===== src/ssfg_pkg.sv =====
`default_nettype none
// ----------------------------------------------------------------------------
// ssfg_pkg
// Shared types and constants of the seven-segment frame generator.
// ----------------------------------------------------------------------------
package ssfg_pkg;

    localparam int SLOT_COUNT = 8;
    localparam int SLOT_INDEX_WIDTH = 3;

    localparam int CFG_INDEX_WIDTH = 1;
    localparam int CFG_DATA_WIDTH = 4;

    localparam logic [CFG_INDEX_WIDTH-1:0] REG_BRIGHTNESS = 1'b0;
    localparam logic [CFG_INDEX_WIDTH-1:0] REG_DIGITS_SCANNED = 1'b1;

    localparam logic [2:0] KIND_INIT = 3'd0;
    localparam logic [2:0] KIND_NUMBER = 3'd1;
    localparam logic [2:0] KIND_TIME = 3'd2;
    localparam logic [2:0] KIND_DATE = 3'd3;
    localparam logic [2:0] KIND_TEMP = 3'd4;

    localparam logic [3:0] ADDR_DECODE = 4'd9;
    localparam logic [3:0] ADDR_INTENSITY = 4'd10;
    localparam logic [3:0] ADDR_SCAN = 4'd11;
    localparam logic [3:0] ADDR_SHUTDOWN = 4'd12;

    localparam logic [7:0] GLYPH_DASH = 8'h01;
    localparam logic [7:0] GLYPH_DEGREE = 8'h63;
    localparam logic [7:0] GLYPH_C = 8'h4E;

    typedef struct packed {
        logic [3:0] addr;
        logic [7:0] data;
    } frame_t;

    typedef struct packed {
        frame_t [SLOT_COUNT-1:0]      slots;
        logic [SLOT_INDEX_WIDTH-1:0] first;
        logic [SLOT_INDEX_WIDTH-1:0] last;
    } job_t;

endpackage
`default_nettype wire


===== src/seven_segment_frame_generator_unit.sv =====
`default_nettype none
// ----------------------------------------------------------------------------
// seven_segment_frame_generator_unit
// Turns display commands into runs of driver frame words.
// ----------------------------------------------------------------------------
// flow: an accepted command is registered; number and date commands run a
//   32-bit double dabble, 4 bits per cycle, before the job is queued
// throughput: one frame word per cycle at the output while out_stall is low;
//   the front holds a command until its job is queued
// reset: queue and handshake state cleared, brightness 8, digits_scanned 7
// ----------------------------------------------------------------------------
module seven_segment_frame_generator_unit #(
    parameter int DIGIT_COUNT = 8
) (
    input  wire logic                                     clk,
    input  wire logic                                     rst_n,
    input  wire logic                                     cfg_write,
    input  wire logic [ssfg_pkg::CFG_INDEX_WIDTH-1:0]     cfg_index,
    input  wire logic [ssfg_pkg::CFG_DATA_WIDTH-1:0]      cfg_data,
    input  wire logic                                     in_valid,
    output logic                                          in_stall,
    input  wire logic [2:0]                               kind,
    input  wire logic [31:0]                              number_value,
    input  wire logic [4:0]                               hour_value,
    input  wire logic [5:0]                               minute_value,
    input  wire logic [5:0]                               second_value,
    input  wire logic [4:0]                               day_value,
    input  wire logic [3:0]                               month_value,
    input  wire logic [13:0]                              year_value,
    input  wire logic [6:0]                               temperature_value,
    output logic                                          out_valid,
    input  wire logic                                     out_stall,
    output logic [3:0]                                    frame_address,
    output logic [7:0]                                    frame_data,
    output logic                                          last_frame
);
    import ssfg_pkg::*;

    logic [3:0] brightness_reg, brightness_next;
    logic [2:0] digits_scanned_reg, digits_scanned_next;

    logic       q_push;
    job_t       q_job;
    logic       q_full;
    logic       head_valid;
    job_t       head_job;
    logic       pop;

    always_comb
    begin
        brightness_next = brightness_reg;
        digits_scanned_next = digits_scanned_reg;
        if (cfg_write)
        begin
            unique case (cfg_index)
                REG_BRIGHTNESS:     brightness_next = cfg_data;
                REG_DIGITS_SCANNED: digits_scanned_next = cfg_data[2:0];
                default:            brightness_next = brightness_reg;
            endcase
        end
    end

    always_ff @(posedge clk or negedge rst_n)
    begin
        if (!rst_n)
        begin
            brightness_reg <= 4'd8;
            digits_scanned_reg <= 3'd7;
        end
        else
        begin
            brightness_reg <= brightness_next;
            digits_scanned_reg <= digits_scanned_next;
        end
    end

    ssfg_front #(
        .DIGIT_COUNT(DIGIT_COUNT)
    ) u_front (
        .clk(clk),
        .rst_n(rst_n),
        .in_valid(in_valid),
        .in_stall(in_stall),
        .kind(kind),
        .number_value(number_value),
        .hour_value(hour_value),
        .minute_value(minute_value),
        .second_value(second_value),
        .day_value(day_value),
        .month_value(month_value),
        .year_value(year_value),
        .temperature_value(temperature_value),
        .brightness(brightness_reg),
        .digits_scanned(digits_scanned_reg),
        .q_push(q_push),
        .q_job(q_job),
        .q_full(q_full)
    );

    ssfg_queue u_queue (
        .clk(clk),
        .rst_n(rst_n),
        .push(q_push),
        .push_job(q_job),
        .full(q_full),
        .head_valid(head_valid),
        .head_job(head_job),
        .pop(pop)
    );

    ssfg_back u_back (
        .clk(clk),
        .rst_n(rst_n),
        .head_valid(head_valid),
        .head_job(head_job),
        .pop(pop),
        .out_valid(out_valid),
        .out_stall(out_stall),
        .frame_address(frame_address),
        .frame_data(frame_data),
        .last_frame(last_frame)
    );

endmodule
`default_nettype wire


===== src/ssfg_front.sv =====
`default_nettype none
// ----------------------------------------------------------------------------
// ssfg_front
// Accepts display commands, converts numbers and years to decimal and builds
// a job of up to eight frames for the queue.
// ----------------------------------------------------------------------------
module ssfg_front #(
    parameter int DIGIT_COUNT = 8
) (
    input  wire logic                           clk,
    input  wire logic                           rst_n,
    input  wire logic                           in_valid,
    output logic                                in_stall,
    input  wire logic [2:0]                     kind,
    input  wire logic [31:0]                    number_value,
    input  wire logic [4:0]                     hour_value,
    input  wire logic [5:0]                     minute_value,
    input  wire logic [5:0]                     second_value,
    input  wire logic [4:0]                     day_value,
    input  wire logic [3:0]                     month_value,
    input  wire logic [13:0]                    year_value,
    input  wire logic [6:0]                     temperature_value,
    input  wire logic [3:0]                     brightness,
    input  wire logic [2:0]                     digits_scanned,
    output logic                                q_push,
    output ssfg_pkg::job_t                      q_job,
    input  wire logic                           q_full
);
    import ssfg_pkg::*;

    localparam logic [SLOT_INDEX_WIDTH-1:0] ASC_LAST = SLOT_INDEX_WIDTH'(DIGIT_COUNT - 1);
    localparam logic [SLOT_INDEX_WIDTH-1:0] DESC_FIRST =
        SLOT_INDEX_WIDTH'(SLOT_COUNT - DIGIT_COUNT);
    localparam logic [SLOT_INDEX_WIDTH-1:0] SLOT_MAX = SLOT_INDEX_WIDTH'(SLOT_COUNT - 1);

    function automatic logic [7:0] seg_of(input logic [3:0] d);
        logic [7:0] s;
        case (d)
            4'd0:    s = 8'h7E;
            4'd1:    s = 8'h30;
            4'd2:    s = 8'h6D;
            4'd3:    s = 8'h79;
            4'd4:    s = 8'h33;
            4'd5:    s = 8'h5B;
            4'd6:    s = 8'h5F;
            4'd7:    s = 8'h70;
            4'd8:    s = 8'h7F;
            4'd9:    s = 8'h7B;
            default: s = 8'h7E;
        endcase
        return s;
    endfunction

    function automatic logic [3:0] tens_of(input logic [6:0] v);
        logic [14:0] p;
        p = 15'(v) * 15'd205;
        return p[14:11];
    endfunction

    function automatic logic [3:0] units_of(input logic [6:0] v);
        logic [6:0] r;
        r = v - {3'b000, tens_of(v)} * 7'd10;
        return r[3:0];
    endfunction

    // one double dabble step on eight bcd digits
    function automatic logic [31:0] dd_shift(input logic [31:0] bcd, input logic bit_in);
        logic [31:0] adj;
        adj = bcd;
        for (int i = 0; i < 8; i++) begin
            if (adj[4*i +: 4] >= 4'd5) begin
                adj[4*i +: 4] = adj[4*i +: 4] + 4'd3;
            end
        end
        return {adj[30:0], bit_in};
    endfunction

    function automatic logic [31:0] dd_nibble(input logic [31:0] bcd, input logic [3:0] nib);
        logic [31:0] b;
        b = bcd;
        for (int k = 3; k >= 0; k--) begin
            b = dd_shift(b, nib[k]);
        end
        return b;
    endfunction

    logic        hold_reg, hold_next;
    logic        conv_reg, conv_next;
    logic [2:0]  cnt_reg, cnt_next;
    logic [2:0]  kind_reg;
    logic [31:0] src_reg, src_next;
    logic [31:0] bcd_reg, bcd_next;
    logic [4:0]  hour_reg;
    logic [5:0]  minute_reg;
    logic [5:0]  second_reg;
    logic [4:0]  day_reg;
    logic [3:0]  month_reg;
    logic [6:0]  temp_reg;

    logic        accept;
    logic        needs_conv;
    logic        known;
    logic        done;
    logic [6:0]  temp_sat;
    logic [7:0]  pat [SLOT_COUNT];
    logic        descending;
    job_t        job;

    assign accept = in_valid && !in_stall;
    assign needs_conv = (kind == KIND_NUMBER) || (kind == KIND_DATE);
    assign known = (kind_reg == KIND_INIT) || (kind_reg == KIND_NUMBER)
                || (kind_reg == KIND_TIME) || (kind_reg == KIND_DATE)
                || (kind_reg == KIND_TEMP);
    assign done = hold_reg && !conv_reg && (!known || !q_full);
    assign in_stall = hold_reg && !done;
    assign q_push = done && known;
    assign q_job = job;
    assign temp_sat = (temp_reg > 7'd99) ? 7'd99 : temp_reg;

    always_comb
    begin
        hold_next = hold_reg;
        conv_next = conv_reg;
        cnt_next = cnt_reg;
        src_next = src_reg;
        bcd_next = bcd_reg;
        if (accept)
        begin
            hold_next = 1'b1;
            conv_next = needs_conv;
            cnt_next = 3'd0;
            src_next = (kind == KIND_NUMBER) ? number_value : {18'b0, year_value};
            bcd_next = 32'd0;
        end
        else
        begin
            if (done)
            begin
                hold_next = 1'b0;
            end
            if (conv_reg)
            begin
                cnt_next = cnt_reg + 3'd1;
                src_next = {src_reg[27:0], 4'b0000};
                bcd_next = dd_nibble(bcd_reg, src_reg[31:28]);
                if (cnt_reg == 3'd7)
                begin
                    conv_next = 1'b0;
                end
            end
        end
    end

    always_ff @(posedge clk or negedge rst_n)
    begin
        if (!rst_n)
        begin
            hold_reg <= 1'b0;
            conv_reg <= 1'b0;
            cnt_reg <= 3'd0;
        end
        else
        begin
            hold_reg <= hold_next;
            conv_reg <= conv_next;
            cnt_reg <= cnt_next;
        end
    end

    always_ff @(posedge clk)
    begin
        src_reg <= src_next;
        bcd_reg <= bcd_next;
        if (accept)
        begin
            kind_reg <= kind;
            hour_reg <= hour_value;
            minute_reg <= minute_value;
            second_reg <= second_value;
            day_reg <= day_value;
            month_reg <= month_value;
            temp_reg <= temperature_value;
        end
    end

    // segment patterns in emission order
    always_comb
    begin
        descending = 1'b0;
        for (int k = 0; k < SLOT_COUNT; k++) begin
            pat[k] = 8'h00;
        end
        unique case (kind_reg)
            KIND_NUMBER:
            begin
                for (int k = 0; k < SLOT_COUNT; k++) begin
                    pat[k] = seg_of(bcd_reg[4*k +: 4]);
                end
            end
            KIND_TIME:
            begin
                pat[0] = seg_of(units_of({1'b0, second_reg}));
                pat[1] = seg_of(tens_of({1'b0, second_reg}));
                pat[2] = GLYPH_DASH;
                pat[3] = seg_of(units_of({1'b0, minute_reg}));
                pat[4] = seg_of(tens_of({1'b0, minute_reg}));
                pat[5] = GLYPH_DASH;
                pat[6] = seg_of(units_of({2'b00, hour_reg}));
                pat[7] = seg_of(tens_of({2'b00, hour_reg}));
            end
            KIND_DATE:
            begin
                descending = 1'b1;
                pat[0] = seg_of(tens_of({2'b00, day_reg}));
                pat[1] = seg_of(units_of({2'b00, day_reg}));
                pat[2] = seg_of(tens_of({3'b000, month_reg}));
                pat[3] = seg_of(units_of({3'b000, month_reg}));
                pat[4] = seg_of(bcd_reg[15:12]);
                pat[5] = seg_of(bcd_reg[11:8]);
                pat[6] = seg_of(bcd_reg[7:4]);
                pat[7] = seg_of(bcd_reg[3:0]);
            end
            KIND_TEMP:
            begin
                descending = 1'b1;
                pat[0] = GLYPH_DASH;
                pat[1] = GLYPH_DASH;
                pat[2] = seg_of(tens_of(temp_sat));
                pat[3] = seg_of(units_of(temp_sat));
                pat[4] = GLYPH_DEGREE;
                pat[5] = GLYPH_C;
                pat[6] = GLYPH_DASH;
                pat[7] = GLYPH_DASH;
            end
            default:
            begin
                descending = 1'b0;
            end
        endcase
    end

    always_comb
    begin
        for (int k = 0; k < SLOT_COUNT; k++) begin
            job.slots[k].addr = descending ? 4'(SLOT_COUNT - k) : 4'(k + 1);
            job.slots[k].data = pat[k];
        end
        job.first = descending ? DESC_FIRST : '0;
        job.last = descending ? SLOT_MAX : ASC_LAST;
        if (kind_reg == KIND_INIT)
        begin
            job.slots[0] = '{addr: ADDR_DECODE, data: 8'h00};
            job.slots[1] = '{addr: ADDR_SCAN, data: {5'b00000, digits_scanned}};
            job.slots[2] = '{addr: ADDR_INTENSITY, data: {4'b0000, brightness}};
            job.slots[3] = '{addr: ADDR_SHUTDOWN, data: 8'h01};
            job.first = '0;
            job.last = SLOT_INDEX_WIDTH'(3);
        end
    end

endmodule
`default_nettype wire


===== src/ssfg_queue.sv =====
`default_nettype none
// ----------------------------------------------------------------------------
// ssfg_queue
// Two-entry job queue between the command front and the frame back end.
// ----------------------------------------------------------------------------
module ssfg_queue (
    input  wire logic           clk,
    input  wire logic           rst_n,
    input  wire logic           push,
    input  ssfg_pkg::job_t      push_job,
    output logic                full,
    output logic                head_valid,
    output ssfg_pkg::job_t      head_job,
    input  wire logic           pop
);
    import ssfg_pkg::*;

    job_t       mem_reg [2];
    logic       wr_ptr_reg, wr_ptr_next;
    logic       rd_ptr_reg, rd_ptr_next;
    logic [1:0] count_reg, count_next;

    assign full = (count_reg == 2'd2);
    assign head_valid = (count_reg != 2'd0);
    assign head_job = mem_reg[rd_ptr_reg];

    always_comb
    begin
        wr_ptr_next = push ? !wr_ptr_reg : wr_ptr_reg;
        rd_ptr_next = pop ? !rd_ptr_reg : rd_ptr_reg;
        case ({push, pop})
            2'b10:   count_next = count_reg + 2'd1;
            2'b01:   count_next = count_reg - 2'd1;
            default: count_next = count_reg;
        endcase
    end

    always_ff @(posedge clk or negedge rst_n)
    begin
        if (!rst_n)
        begin
            wr_ptr_reg <= 1'b0;
            rd_ptr_reg <= 1'b0;
            count_reg <= 2'd0;
        end
        else
        begin
            wr_ptr_reg <= wr_ptr_next;
            rd_ptr_reg <= rd_ptr_next;
            count_reg <= count_next;
        end
    end

    always_ff @(posedge clk)
    begin
        if (push)
        begin
            mem_reg[wr_ptr_reg] <= push_job;
        end
    end

endmodule
`default_nettype wire


===== src/ssfg_back.sv =====
`default_nettype none
// ----------------------------------------------------------------------------
// ssfg_back
// Walks the head job slot by slot and sends one frame word per cycle while the output is not stalled.
// ----------------------------------------------------------------------------
module ssfg_back (
    input  wire logic           clk,
    input  wire logic           rst_n,
    input  wire logic           head_valid,
    input  ssfg_pkg::job_t      head_job,
    output logic                pop,
    output logic                out_valid,
    input  wire logic           out_stall,
    output logic [3:0]          frame_address,
    output logic [7:0]          frame_data,
    output logic                last_frame
);
    import ssfg_pkg::*;

    logic [SLOT_INDEX_WIDTH-1:0] idx_reg, idx_next;
    logic                        started_reg, started_next;
    logic                        valid_reg, valid_next;
    logic [3:0]                  addr_reg;
    logic [7:0]                  data_reg;
    logic                        last_reg;

    logic [SLOT_INDEX_WIDTH-1:0] cur;
    logic                        out_free;
    logic                        emit;
    logic                        at_last;
    frame_t                      cur_frame;

    assign cur = started_reg ? idx_reg : head_job.first;
    assign cur_frame = head_job.slots[cur];
    assign at_last = (cur == head_job.last);
    assign out_free = !valid_reg || !out_stall;
    assign emit = head_valid && out_free;
    assign pop = emit && at_last;

    assign out_valid = valid_reg;
    assign frame_address = addr_reg;
    assign frame_data = data_reg;
    assign last_frame = last_reg;

    always_comb
    begin
        idx_next = idx_reg;
        started_next = started_reg;
        valid_next = out_free ? 1'b0 : valid_reg;
        if (emit)
        begin
            valid_next = 1'b1;
            if (at_last)
            begin
                started_next = 1'b0;
            end
            else
            begin
                started_next = 1'b1;
                idx_next = cur + 1'b1;
            end
        end
    end

    always_ff @(posedge clk or negedge rst_n)
    begin
        if (!rst_n)
        begin
            idx_reg <= '0;
            started_reg <= 1'b0;
            valid_reg <= 1'b0;
        end
        else
        begin
            idx_reg <= idx_next;
            started_reg <= started_next;
            valid_reg <= valid_next;
        end
    end

    always_ff @(posedge clk)
    begin
        if (emit)
        begin
            addr_reg <= cur_frame.addr;
            data_reg <= cur_frame.data;
            last_reg <= at_last;
        end
    end

endmodule
`default_nettype wire


===== config.mk =====
export PLATFORM = sky130hd
export DESIGN_NAME = seven_segment_frame_generator_unit
export DESIGN_NICKNAME = d
export VERILOG_FILES = /design/src/ssfg_pkg.sv /design/src/seven_segment_frame_generator_unit.sv /design/src/ssfg_front.sv /design/src/ssfg_queue.sv /design/src/ssfg_back.sv
export SDC_FILE = /design/constraint.sdc
export NUM_CORES = 1
export LEC_CHECK = 0
export BUFFER_PORTS_ARGS = -buffer_cell sky130_fd_sc_hd__buf_2
export CORE_ASPECT_RATIO = 1.4
export CORE_MARGIN = 2
export CORE_UTILIZATION = 45
export CTS_BUF_LIST = sky130_fd_sc_hd__clkbuf_4 sky130_fd_sc_hd__clkbuf_8
export CTS_CLUSTER_SIZE = 10
export DETAILED_ROUTE_END_ITERATION = 16
export HOLD_SLACK_MARGIN = 0.1
export PLACE_DENSITY = 0.6
export SYNTH_ARGS = -nofsm -noshare
export SYNTH_HDL_FRONTEND = slang
export SYNTH_SLANG_ARGS = --single-unit

===== constraint.sdc =====
create_clock -name clk -period 11.7 [get_ports clk]
set_input_delay 1.17 -clock clk [delete_from_list [all_inputs] [get_ports clk]]
set_output_delay 1.17 -clock clk [all_outputs]
set_load 0.005 [all_outputs]

Yosys cells after proc, flatten, opt, wreduce, memory -nomap -nowiden
Memories as Yosys holds them, arrays and structs flattened. A register that Yosys moved wholly into a read port is not among the register bits.
Cells that the tools add are included.
Widths: inputs -> output; s select.
{ "word_totals": {"ff_bits": 134, "ramBits": 194, "romBits": 2240, "in_bits": 92, "out_inout_bits": 15, "mem_count": 22} }
{ "op_classes": {"add_sub_neg": 42, "mul": 12, "magnitude_cmp": 34, "eq_ne": 17, "muxes": 138, "bitwise_logic": 3, "reduce_logical": 35} }
{ "mem_list": {"columns": ["memory", "words", "width", "read_ports", "rd_clocked_by_memory_dff", "wr", "line_no", "text"], "rows": [
  ["u_queue.mem_reg", 2, 97, 1, 0, 1, "ssfg_queue.sv:18", "job_t mem_reg [2];"],
  ["(no name shown)", 16, 7, 1, 1, 0, "ssfg_front.sv:38", "case (d)"],
  ["(no name shown)", 16, 7, 1, 1, 0, "ssfg_front.sv:38", null],
  ["(no name shown)", 16, 7, 1, 1, 0, "ssfg_front.sv:38", null],
  ["(no name shown)", 16, 7, 1, 1, 0, "ssfg_front.sv:38", null],
  ["(no name shown)", 16, 7, 1, 1, 0, "ssfg_front.sv:38", null],
  ["16 more memories", null, null, null, null, null, null, null]
]} }
{ "ops": {"columns": ["op", "count"], "rows": [
  ["$mux 4", 96],
  ["$pmux 64 s4", 1],
  ["$ge 4x3->1 const B", 32],
  ["$add 4x2->4 const B", 28],
  ["$mux 32", 3],
  ["$pmux 8 s4", 2],
  ["$mux 54", 1],
  ["$mux 3", 17],
  ["$bmux 12 s3", 1],
  ["$mul 6x8->14 const B", 2],
  ["$mul 5x8->13 const B", 2],
  ["$sub 4x4->4", 6],
  ["$pmux 8 s2", 1],
  ["$mul 7x8->15 const B", 1],
  ["$mux 1", 13],
  ["$add 3x2->3 const B", 4],
  ["$eq 2x2->1 const B", 6],
  ["$mul 4x8->12 const B", 1],
  ["$mux 12", 1],
  ["$reduce_bool 2->1", 5],
  ["$eq 3x2->1 const B", 3],
  ["$logic_not 1->1", 9],
  ["$gt 7x7->1 const B", 1],
  ["$logic_and 1x1->1", 7],
  ["20 further kinds", 38]
]} }

Longest topological paths before layout
Gate-level depths: netlist of the first run.
{ "logic_depth": {"ltp_word": 25, "ltp_mapped": 29, "mapped_depth_nobuf": 29} }

By module
Synthesis of the first run repeated with hierarchy kept, for this count alone.
{ "hier_totals": {"cells_unflattened": 2527, "area_unflattened_um2": 26759.4} }
{ "modules_own_cells": {"columns": ["module", "instances", "cells_each", "area_per_inst_um2"], "rows": [
  ["ssfg_front", 1, 1918, 16932.5],
  ["ssfg_queue", 1, 333, 7562.3],
  ["ssfg_back", 1, 260, 1985.7],
  ["seven_segment_frame_generator_unit", 1, 16, 279.0]
]} }

Worst setup path after synthesis of the first run
OpenSTA, ideal clock, no wires.
{ "synth_path": {"path_kind": "register -> register", "start": "register u_front.temp_reg[5]", "end": "memory u_queue.mem_reg[0][43] in the netlist's numbering, data pin", "setup_ps": 270, "arrival_ps": 5500, "required_ps": 11430, "setup_slack_ps": 5930, "path_stages_with_launch": 24, "n_path_buf": 0, "synth_period_minus_slack_ps": 5770, "cell_sequence": "edfxtp_1 nand2_1 and2_1 ha_1 inv_1 fa_1 inv_1 ha_1 inv_1 fa_1 inv_1 ha_1 a21o_1 a21oi_1 o21ai_0 a21o_1 a21oi_1 xnor2_1 fa_1 xnor2_1 xnor3_1 o21ai_0 a21oi_1 or3_1"} }
{ "synth_rtl": {"columns": ["item", "line_no", "text"], "rows": [
  ["start, declared", "ssfg_front.sv:98", "logic [6:0] temp_reg;"],
  ["start signal, assigned", "ssfg_front.sv:182", "temp_reg <= temperature_value;"],
  ["end, declared", "ssfg_queue.sv:18", null]
]} }

==> results of run 1 <==
## final timing paths
kind	cells after the start	from	slack, ps	end
worst max-delay path	19	u_front.temp_reg[5]$_DFFE_PP_	5220	u_queue.mem_reg[1][43]$_DFFE_PP_
max in group asynchronous	1	rst_n	10780	u_front.conv_reg$_DFF_PN0_
worst max register to register	19	u_front.temp_reg[5]$_DFFE_PP_	5220	u_queue.mem_reg[1][43]$_DFFE_PP_
worst min register to register	2	u_front.src_reg[24]$_DFFE_PP_	510	u_front.src_reg[28]$_DFFE_PP_
min in group clk	2	u_front.src_reg[24]$_DFFE_PP_	510	u_front.src_reg[28]$_DFFE_PP_
worst min-delay path	1	rst_n	510	brightness_reg[0]$_DFFE_PN0P_
## cells in the final DEF (no fill, tap or decap), types with 10 or more instances in the layout
cell,instances
buf_2,105
a21oi_1,120
a221o_1,19
clkbuf_4,18
a21o_1,16
a211o_1,11
mux2i_1,92
or2_2,17
o21a_1,21
dfxtp_1,88
a22oi_1,20
o21ai_0,112
mux2_2,24
clkbuf_8,59
a211oi_1,22
xnor2_1,56
and2_1,25
nor2b_1,27
fa_1,29
inv_1,225
nand3_1,61
dfrtp_1,15
a31oi_1,18
nor3_1,33
nand2_1,195
ha_1,296
mux4_2,16
nor3b_1,10
nor2_1,104
nand2b_1,43
or3_1,26
edfxtp_1,208
xor2_1,13
o211ai_1,22
buf_4,18
a221oi_1,10
and3_1,20
## area by class of cell
class / count / share of cell area, %
well taps: 650 / 3.17
repair buffers: 123 / 2.57
diodes: 1 / 0.00974
flip-flops and latches: 317 / 33.3
clock buffers: 77 / 3.69
inverters: 236 / 3.45
multi-input cells: 1703 / 52.8
clock inverters: 22 / 1.01
## stage by stage
step | worst slack, ps | hold slack (ps)
floorplan | 5930 | 468
global placement | 5450 | 486
detailed placement | 5230 | 496
CTS | 5200 | 462
global route | 4760 | 510
finish | 5220 | 509
## metal layers
layer,up-vias,track usage (%),share of wire [%],routed length (µm)
met5,-,0,0,0
met4,0,8.53,3.5,2010
met3,127,2.76,4.1,2300
met2,407,39.9,53,29700
met1,8533,23.3,40,22500
li1,8685,-,-,-
## worst register-to-register path, stage by stage, from the launching register on
cell	delay, ps
edfxtp_1	490
a21boi_0	480
ha_1	360
ha_1	210
fa_1	500
inv_1	60
fa_1	500
inv_1	40
ha_1	280
a31oi_1	280
o21ai_0	180
a21o_1	230
a21oi_1	550
xnor2_1	180
fa_1	440
xnor2_1	250
xnor3_1	490
o21ai_0	220
a21oi_1	80
or3_1	410
## cell families (layout without fill, tap and decap cells)
logic type	Yosys count	count (layout)	synth area share [%]
fa+ha+maj	326	326	18.4
xor+xnor	70	70	2.69
buf+inv	316	458	5.24
simple gates	622	622	13.4
flops	317	317	36.6
other cells	1	2	0.0161
mux	135	135	6.88
compound gates	549	549	16.7
==> qor.log, run 1 <==
qor: outcome.run_status finished clean
qor: final_layout.post_route_standard_cell_area_excluding_fillers 0.0257 mm²
qor: yosys.syn_area_per_cell 9.97 µm²
qor: sta.final-max-slew-violation-count 0
qor: sta.finalHoldViolCount 0
qor: yosys.postSynthNetCount 2753
qor: final_layout.final_nets 2851
qor: placement.hpwl 42700 µm
qor: placement.placed_cells 3029
qor: sta.report.final.setup_viol 0
qor: final_layout.ff_latch_area 0.00854 mm²
qor: worst_setup_path.critPathArrivalTime 6860 ps
qor: global_routing.grt_antenna_before_repair 1
qor: die.fp.coreArea 0.0511 mm²
qor: yosys.synth_top_area_cell edfxtp_1
qor: sta.worst_pin_slew 1260 ps
qor: global_routing.grt_start_max_net_pins 67
qor: drt.routed-via-count 17800
qor: yosys.synth.ff_latch_count 317
qor: worst_setup_path.setup.worst_path.end_class flip-flop
qor: final_layout.filler_cell_count 4684
qor: sta.slew_headroom 15.2%
qor: clocking.postCtsSetupRepairBufs 0
qor: clocking.cts_resized 0
qor: final_layout.drive_above_1_share 14.0%
qor: yosys.synth-seq-area-share 36.6%
qor: worst_setup_path.worst-setup-path-type flip-flop to flip-flop
qor: drt.detail_route.wirelength 56600 µm
qor: worst_setup_path.cpLargestDelayFamily adder cells
qor: final_layout.instances_no_fill 3129
qor: yosys.post_synth_instance_area 0.0233 mm²
qor: drt.drt.antenna.violating_nets 0
qor: die.die_height 273 µm
qor: worst_setup_path.crit_chain a21boi_0 > ha_1 > ha_1 > fa_1 > inv_1 > fa_1 > inv_1 > ha_1 > a31oi_1 > o21ai_0 > a21o_1 > a21oi_1 > xnor2_1 > fa_1 > xnor2_1 > xnor3_1 > o21ai_0 > a21oi_1 > or3_1
qor: global_routing.gr-total-overflow 0
qor: drt.routed_wire_length_per_instance 18.1 µm
qor: placement.globalplace.congestion 0.862
qor: yosys.synthArstFlopShare 6.62%
qor: sta.final_period_minus_worst_setup_slack 6480 ps
qor: worst_setup_path.cpPeakStageDelay 550 ps
qor: sta.final.setup_skew 30.6 ps
qor: clocking.holdBufCountCts 0
qor: yosys.synth_ff_type edfxtp_1
qor: die.initial_core_util 45.6%
qor: die.floorplan.rows 98
qor: yosys.synth.top_cell.area_share 26.8%
qor: sta.final_min_period_over_clock_period 55.4%
qor: placement.postPlaceCellArea 0.0245 mm²
qor: global_routing.first_global_vias 17900
qor: clocking.cts_tree built
qor: min_path.hp-class input pin to async pin
qor: clocking.worst_setup_hold_path_clk_slew 70 ps
qor: sta.achievable-frequency 154 MHz
qor: worst_setup_path.critical_path_buf_inv_count 2
qor: worst_setup_path.crit_path_top_delay_cell a21oi_1
qor: clocking.cts-root-buf clkbuf_8
qor: yosys.number_of_flops_mapped_to_enable_cells_by_yosys 208
qor: global_routing.grt_usage 20.9%
qor: sta.grt_setup_unrepaired no
qor: worst_setup_path.timing.critical_path.fanout_max 10
qor: yosys.synthMostInstantiatedCell ha_1
qor: final_layout.finalCoreUtilization 50.2%
qor: clocking.numClockSinks 317
qor: die.die_area 0.0536 mm²
qor: drt.total_drc_errors_in_the_routed_layout 0
qor: yosys.yosys.cell_types.count 111
qor: final_layout.area_occupied_by_multi_input_gates 0.0136 mm²
qor: drt.number_of_vias_per_cell 5.67
qor: job.max_cap_violations 0
qor: clocking.htree_num_levels 2
qor: yosys.netlist_top_cells_area edfxtp_1 27%, ha_1 16%, dfxtp_1 7.6%
qor: clocking.cts_buffer_depth 3
qor: final_layout.syn2layout_area_growth 10.2%
qor: drt.drt_pass1_iterations 6
qor: yosys.synthesis.yosys.warnings 0
qor: drt.starting_drc_count_in_detailed_routing 922
qor: clocking.clock_latency 660 ps
qor: worst_setup_path.worst_ep_required_time 12080 ps
qor: yosys.synth.top_cells.by_count 296 x ha_1, 226 x inv_1, 208 x edfxtp_1
qor: die.die_w 196 µm
qor: global_routing.global_route_wire_length_before_repair 90200 µm
qor: clocking.cts_buffers 53
qor: die.design.portCount 107
qor: worst_setup_path.timing.critical_path.from_type flip-flop
qor: yosys.syn-instance-count 2336
qor: sta.totalNegativeSetupSlack 0 ps
qor: placement.port_buffers 105
Power of run 1 is not shown: default switching activity piles up to over one toggle a cycle in this logic, so the estimate is an artifact.
==> run 2: changes to the inputs <==
- PLACE_DENSITY: 0.6 -> 0.63
- clock period: 11.7 -> 5.5 ns (I/O delays scaled with it)
==> run 2 against run 1 <==
Compared with the run above:
- non-clock buffer count increased by 176
- routed wire length is 3.4% higher
- clock-buffer cell count up 4
- die area unchanged
- sequential share of layout area down 2.1 points
- global-route usage increased by 0.66 points
==> qor.log, run 2 (synthesis gave the netlist of run 1 again) <==
qor: drt.routed-via-count 18400
qor: global_routing.grt_antenna_before_repair 1
qor: worst_setup_path.critPathArrivalTime 5640 ps
qor: sta.final-max-slew-violation-count 0
qor: global_routing.first_global_vias 18700
qor: worst_setup_path.worstReg2RegStart u_front.temp_reg[5]$_DFFE_PP_
qor: worst_setup_path.worst-setup-path-type flip-flop to flip-flop
qor: die.fp.coreArea 0.0511 mm²
qor: worst_setup_path.timing.critical_path.from_type flip-flop
qor: die.design.portCount 107
qor: drt.routed_wire_length_per_instance 17.7 µm
qor: final_layout.most-common-layout-cells 287 x ha_1, 224 x inv_1, 208 x edfxtp_1, 191 x nand2_1, 157 x buf_4
qor: worst_setup_path.cp-startpoint u_front.temp_reg[5]$_DFFE_PP_
qor: die.floorplan.rows 98
qor: outcome.run_status finished clean
qor: clocking.cts-root-buf clkbuf_8
qor: clocking.worst_setup_hold_path_clk_slew 60 ps
qor: drt.drt_pass1_iterations 5
qor: final_layout.syn2layout_area_growth 18.0%
qor: die.die_w 196 µm
qor: sta.slew_headroom 28.8%
qor: min_path.min-delay-start out_stall
qor: global_routing.gr-total-overflow 0
qor: global_routing.grt_usage 21.6%
qor: clocking.clock_latency 650 ps
qor: clocking.cts_buffers 51
qor: drt.starting_drc_count_in_detailed_routing 918
qor: sta.worst_pin_slew 1060 ps
qor: die.die_area 0.0536 mm²
qor: die.die_height 273 µm
qor: drt.total_drc_errors_in_the_routed_layout 0
qor: min_path.hp-class input pin to flip-flop
qor: sta.report.final.setup_viol 0
qor: final_layout.final_nets 3025
qor: worst_setup_path.crit_chain buf_4 > a21boi_0 > buf_4 > ha_1 > ha_1 > fa_1 > inv_1 > fa_1 > inv_1 > ha_1 > a31oi_4 > o21ai_2 > a21o_1 > a21oi_4 > xnor2_1 > fa_2 > xnor2_2 > xnor3_2 > buf_4 > xnor2_1 > a311o_1
qor: final_layout.drive_above_1_share 21.7%
qor: worst_setup_path.worst_ep_required_time 5870 ps
qor: global_routing.global_route_wire_length_before_repair 93600 µm
qor: sta.final.setup_skew 37.2 ps
qor: worst_setup_path.cpLargestDelayFamily adder cells
qor: sta.finalHoldViolCount 0
qor: placement.port_buffers 105
qor: worst_setup_path.cpPeakStageDelay 490 ps
qor: global_routing.grt_start_max_net_pins 65
qor: clocking.htree_num_levels 2
qor: sta.final_min_period_over_clock_period 95.8%
qor: worst_setup_path.timing.critical_path.fanout_max 6
qor: drt.number_of_vias_per_cell 5.59
qor: sta.hold_ws 154 ps
qor: job.max_cap_violations 0
qor: sta.final_period_minus_worst_setup_slack 5270 ps
qor: sta.achievable-frequency 190 MHz
qor: clocking.cts_buffer_depth 3
qor: worst_setup_path.setup.worst_path.end_class flip-flop
qor: placement.globalplace.congestion 0.853
qor: drt.detail_route.wirelength 58500 µm
qor: worst_setup_path.critical_path_buf_inv_count 5
qor: clocking.numClockSinks 317
qor: min_path.hold_depth 3
qor: die.initial_core_util 45.6%
qor: placement.hpwl 44500 µm
qor: clocking.cts_tree built
qor: worst_setup_path.timing.reg2reg.worst_path_depth 21
qor: worst_setup_path.crit_path_top_delay_cell fa_1
qor: worst_setup_path.critical_path_cell_count 21
qor: drt.drt.antenna.violating_nets 0
qor: final_layout.layout.cells.most_common ha_1
==> run 2: cell type report <==
cell class / instances / area [µm²]
fillers: 4496 / 23700
repair buffers: 299 / 2070
multi-input cells: 1703 / 14100
flip-flops and latches: 317 / 8550
clock inverters: 14 / 103
well taps: 650 / 813
inverters: 236 / 887
clock buffers: 81 / 983
diodes: 1 / 2.50
==> run 2: path summary, 6_finish.rpt <==
kind | end | slack [ps]
max in group asynchronous | u_queue.rd_ptr_reg$_DFFE_PN0P_ | 4580
min in group asynchronous | u_front.cnt_reg[1]$_DFFE_PN0P_ | 460
hold reg to reg | u_front.src_reg[31]$_DFFE_PP_ | 510
hold / removal | u_back.out_valid$_DFFE_PN0P_ | 150
setup reg to reg | u_queue.mem_reg[1][42]$_DFFE_PP_ | 230
setup / recovery | u_queue.mem_reg[1][42]$_DFFE_PP_ | 230
==> run 2: per-stage QoR <==
| stage | setup slack [ps] | std cells | util, % | TNS (ps) | instance area, µm² |
|---|---|---|---|---|---|
| global placement | 63.7 | 3143 | 49.6 | 0 | 25400 |
| CTS | 4.99 | 3275 | 52.5 | 0 | 26800 |
| finish | 231 | 3301 | 53.7 | 0 | 27500 |
| global route | -76.4 | 3301 | 53.7 | -732 | 27500 |
| floorplan | 98.8 | 2336 | - | 0 | 23300 |
| detailed placement | -227 | 3143 | 49.6 | -1890 | 25400 |
==> run 2: worst register-to-register path: cells and delay by family, from the launching register on <==
family / cells / cell delay [ps]
compound gates: 6 / 1120
xor+xnor: 4 / 690
fa+ha+maj: 6 / 2170
buf+inv: 5 / 630
flops: 1 / 410
==> run 2: metal layers <==
layer,vias up,wire length (µm),global-route usage [%]
li1,9038,-,-
met1,8892,22700,23.6
met3,123,2060,2.81
met2,391,31900,42.1
met4,0,1890,7.93
met5,-,0,0
==> run 2: what timing repair did <==
item | CTS | global route
buffers inserted | 0 | 25
endpoints found under the hold margin | 53 | 0
pin swaps | 0 | 48
setup endpoints to repair | 25 | 86
hold buffers | 37 | 0
resized for setup | 5 | 103
Power of run 2 is left out for the same reason.
==> run 3: changes to the inputs <==
- REMOVE_ABC_BUFFERS: default -> 1
==> run 3 against run 2 <==
Compared with the run above:
- register-to-register slack about the same
- final cell count decreased by 0.61%
- clock-buffer cell count is 7 lower
- sequential share of layout area about the same
- non-clock buffer count shrank 22
- flip-flop and latch count stayed put
- utilization hardly changed
- via count barely moved
- routed wire length is 0.77% lower
- maximum frequency barely moved
- clock skew shrank 1.2 ps
- critical endpoint is now u_queue.mem_reg[1][48]$_DFFE_PP_
- largest cell class unchanged
==> qor.log, run 3 (synthesis gave the netlist of run 1 again) <==
qor: final_layout.final_nets 3005
qor: drt.total_drc_errors_in_the_routed_layout 0
qor: clocking.worst_setup_hold_path_clk_slew 60 ps
qor: worst_setup_path.setup.worst_path.end_class flip-flop
qor: drt.detail_route.wirelength 58100 µm
qor: worst_setup_path.worst-setup-path-type flip-flop to flip-flop
qor: final_layout.syn2layout_area_growth 18.0%
qor: placement.postPlaceCellArea 0.0252 mm²
qor: sta.grt_setup_unrepaired yes
qor: final_layout.drive_above_1_share 21.1%
qor: clocking.cts-root-buf clkbuf_8
qor: sta.worst_pin_slew 1310 ps
qor: die.floorplan.rows 98
qor: clocking.clock_latency 660 ps
qor: worst_setup_path.timing.reg2reg.worst_path_depth 23
qor: clocking.cts_buffer_depth 3
qor: drt.number_of_vias_per_cell 5.63
qor: clocking.cts_tree built
qor: min_path.hp-class input pin to flip-flop
qor: sta.report.final.setup_viol 0
qor: job.max_cap_violations 0
qor: final_layout.finalCoreUtilization 53.8%
qor: clocking.cts_buffers 53
qor: worst_setup_path.timing.rr.end u_queue.mem_reg[1][48]$_DFFE_PP_
qor: min_path.min-delay-start cfg_data[3]
qor: worst_setup_path.worstReg2RegStart u_front.temp_reg[6]$_DFFE_PP_
qor: drt.routed_wire_length_per_instance 17.7 µm
qor: worst_setup_path.worst_ep_required_time 5870 ps
qor: sta.hold_ws 160 ps
qor: min_path.hold_depth 2
qor: worst_setup_path.timing.critical_path.fanout_max 5
qor: global_routing.gr-total-overflow 0
qor: final_layout.post_route_standard_cell_area_excluding_fillers 0.0275 mm²
qor: clocking.htree_num_levels 2
qor: sta.final_period_minus_worst_setup_slack 5270 ps
qor: sta.final_ws_setup 233 ps
qor: final_layout.most-common-layout-cells 287 x ha_1, 222 x inv_1, 208 x edfxtp_1, 190 x nand2_1, 133 x buf_4
qor: sta.final-max-slew-violation-count 0
qor: placement.hpwl 43500 µm
qor: global_routing.grt_usage 21.5%
qor: placement.port_buffers 105
qor: placement.pre_cts_slack -219 ps
qor: worst_setup_path.timing.critical_path.from_type flip-flop
qor: global_routing.global_route_wire_length_before_repair 93500 µm
qor: die.design.portCount 107
qor: sta.final_min_period_over_clock_period 95.8%
qor: outcome.run_status finished clean
qor: sta.final.setup_skew 36.0 ps
qor: die.die_w 196 µm
qor: sta.slew_headroom 11.7%
qor: placement.globalplace.congestion 0.888
qor: die.initial_core_util 45.6%
qor: worst_setup_path.timing.reg2reg.setup_slack 230 ps
qor: final_layout.insertedDiodeCount 0
qor: sta.finalHoldViolCount 0
qor: drt.starting_drc_count_in_detailed_routing 991
qor: die.fp.coreArea 0.0511 mm²
qor: worst_setup_path.critPathArrivalTime 5630 ps
qor: drt.drt_pass1_iterations 5
qor: final_layout.filler_cell_count 4484
qor: global_routing.first_global_vias 18900
qor: die.die_area 0.0536 mm²
qor: drt.drt.antenna.violating_nets 0
qor: sta.achievable-frequency 190 MHz
qor: drt.routed-via-count 18500
qor: clocking.numClockSinks 317
qor: die.die_height 273 µm
qor: final_layout.layout.cells.most_common ha_1
qor: global_routing.grt_antenna_before_repair 0
qor: global_routing.grt_start_max_net_pins 65
qor: min_path.worstHoldEndpoint brightness_reg[3]$_DFFE_PN1P_
run 3: changes by cell type in the layout (fill, tap and decap cells not counted), moves of 4 or more:
cell | before | now
buf_4 | 157 | 133
bufinv_16 | 1 | 6
clkbuf_4 | 21 | 12
nor2b_2 | 7 | 3
run 3: critical path, stage by stage, from the launching register on:
cell and delay, ps:
edfxtp_1 370, nand2_2 60, and2_4 180, ha_4 270
inv_1 50, fa_1 540, inv_1 40, ha_1 270
inv_1 50, fa_1 530, inv_1 40, ha_1 180
a21o_1 200, a21oi_4 160, o221ai_2 120, nor3b_2 200
inv_1 80, ha_2 180, fa_2 370, xnor2_2 180
xnor3_2 330, o21ai_1 140, a21oi_1 70, or3_1 390
run 3: routing by layer:
| metal | GRT usage (%) | share of wire, % |
|---|---|---|
| met1 | 24.0 | 40 |
| met2 | 40.9 | 52 |
| met3 | 2.80 | 3.8 |
| met4 | 8.65 | 4.1 |
| met5 | 0 | 0 |
run 3: area by class of cell:
cell class	instances	area (µm²)	area share (%)
Tap cell	650	813	2.96
Clock inverter	24	288	1.05
Sequential cell	317	8550	31.1
Inverter	236	887	3.23
Timing Repair Buffer	277	1910	6.96
Clock buffer	74	943	3.43
Multi-Input combinational cell	1703	14100	51.3
run 3: timing repair:
action	in CTS	in global routing
hold buffers	39	0
endpoints found under the setup margin	20	87
hold endpoints to repair	55	0
setup buffers	0	17
pin swaps	2	38
gates resized for setup	5	113
run 3: how the worst max path moves through the flow:
stage | startpoint | cells past startpoint | end
detailed placement | u_front.temp_reg[6]$_DFFE_PP_ | 23 | u_queue.mem_reg[1][42]$_DFFE_PP_
floorplan | u_front.conv_reg$_DFF_PN0_ | 7 | flip-flop
finish | u_front.temp_reg[6]$_DFFE_PP_ | 23 | u_queue.mem_reg[1][48]$_DFFE_PP_
global route | u_front.bcd_reg[25]$_SDFFE_PP0P_ | 27 | flip-flop
global placement | u_front.temp_reg[5]$_DFFE_PP_ | 23 | u_queue.mem_reg[0][45]$_DFFE_PP_
CTS | u_front.bcd_reg[20]$_SDFFE_PP0P_ | 26 | flip-flop
run 3: stage by stage:
stage	TNS, ps	std cells
after CTS	0	3264
after floorplan	-51650	2256
final	0	3281
after detailed placement	-2170	3127
after global placement	-357	3127
after global routing	-926	3281
Power of run 3 is left out for the same reason.
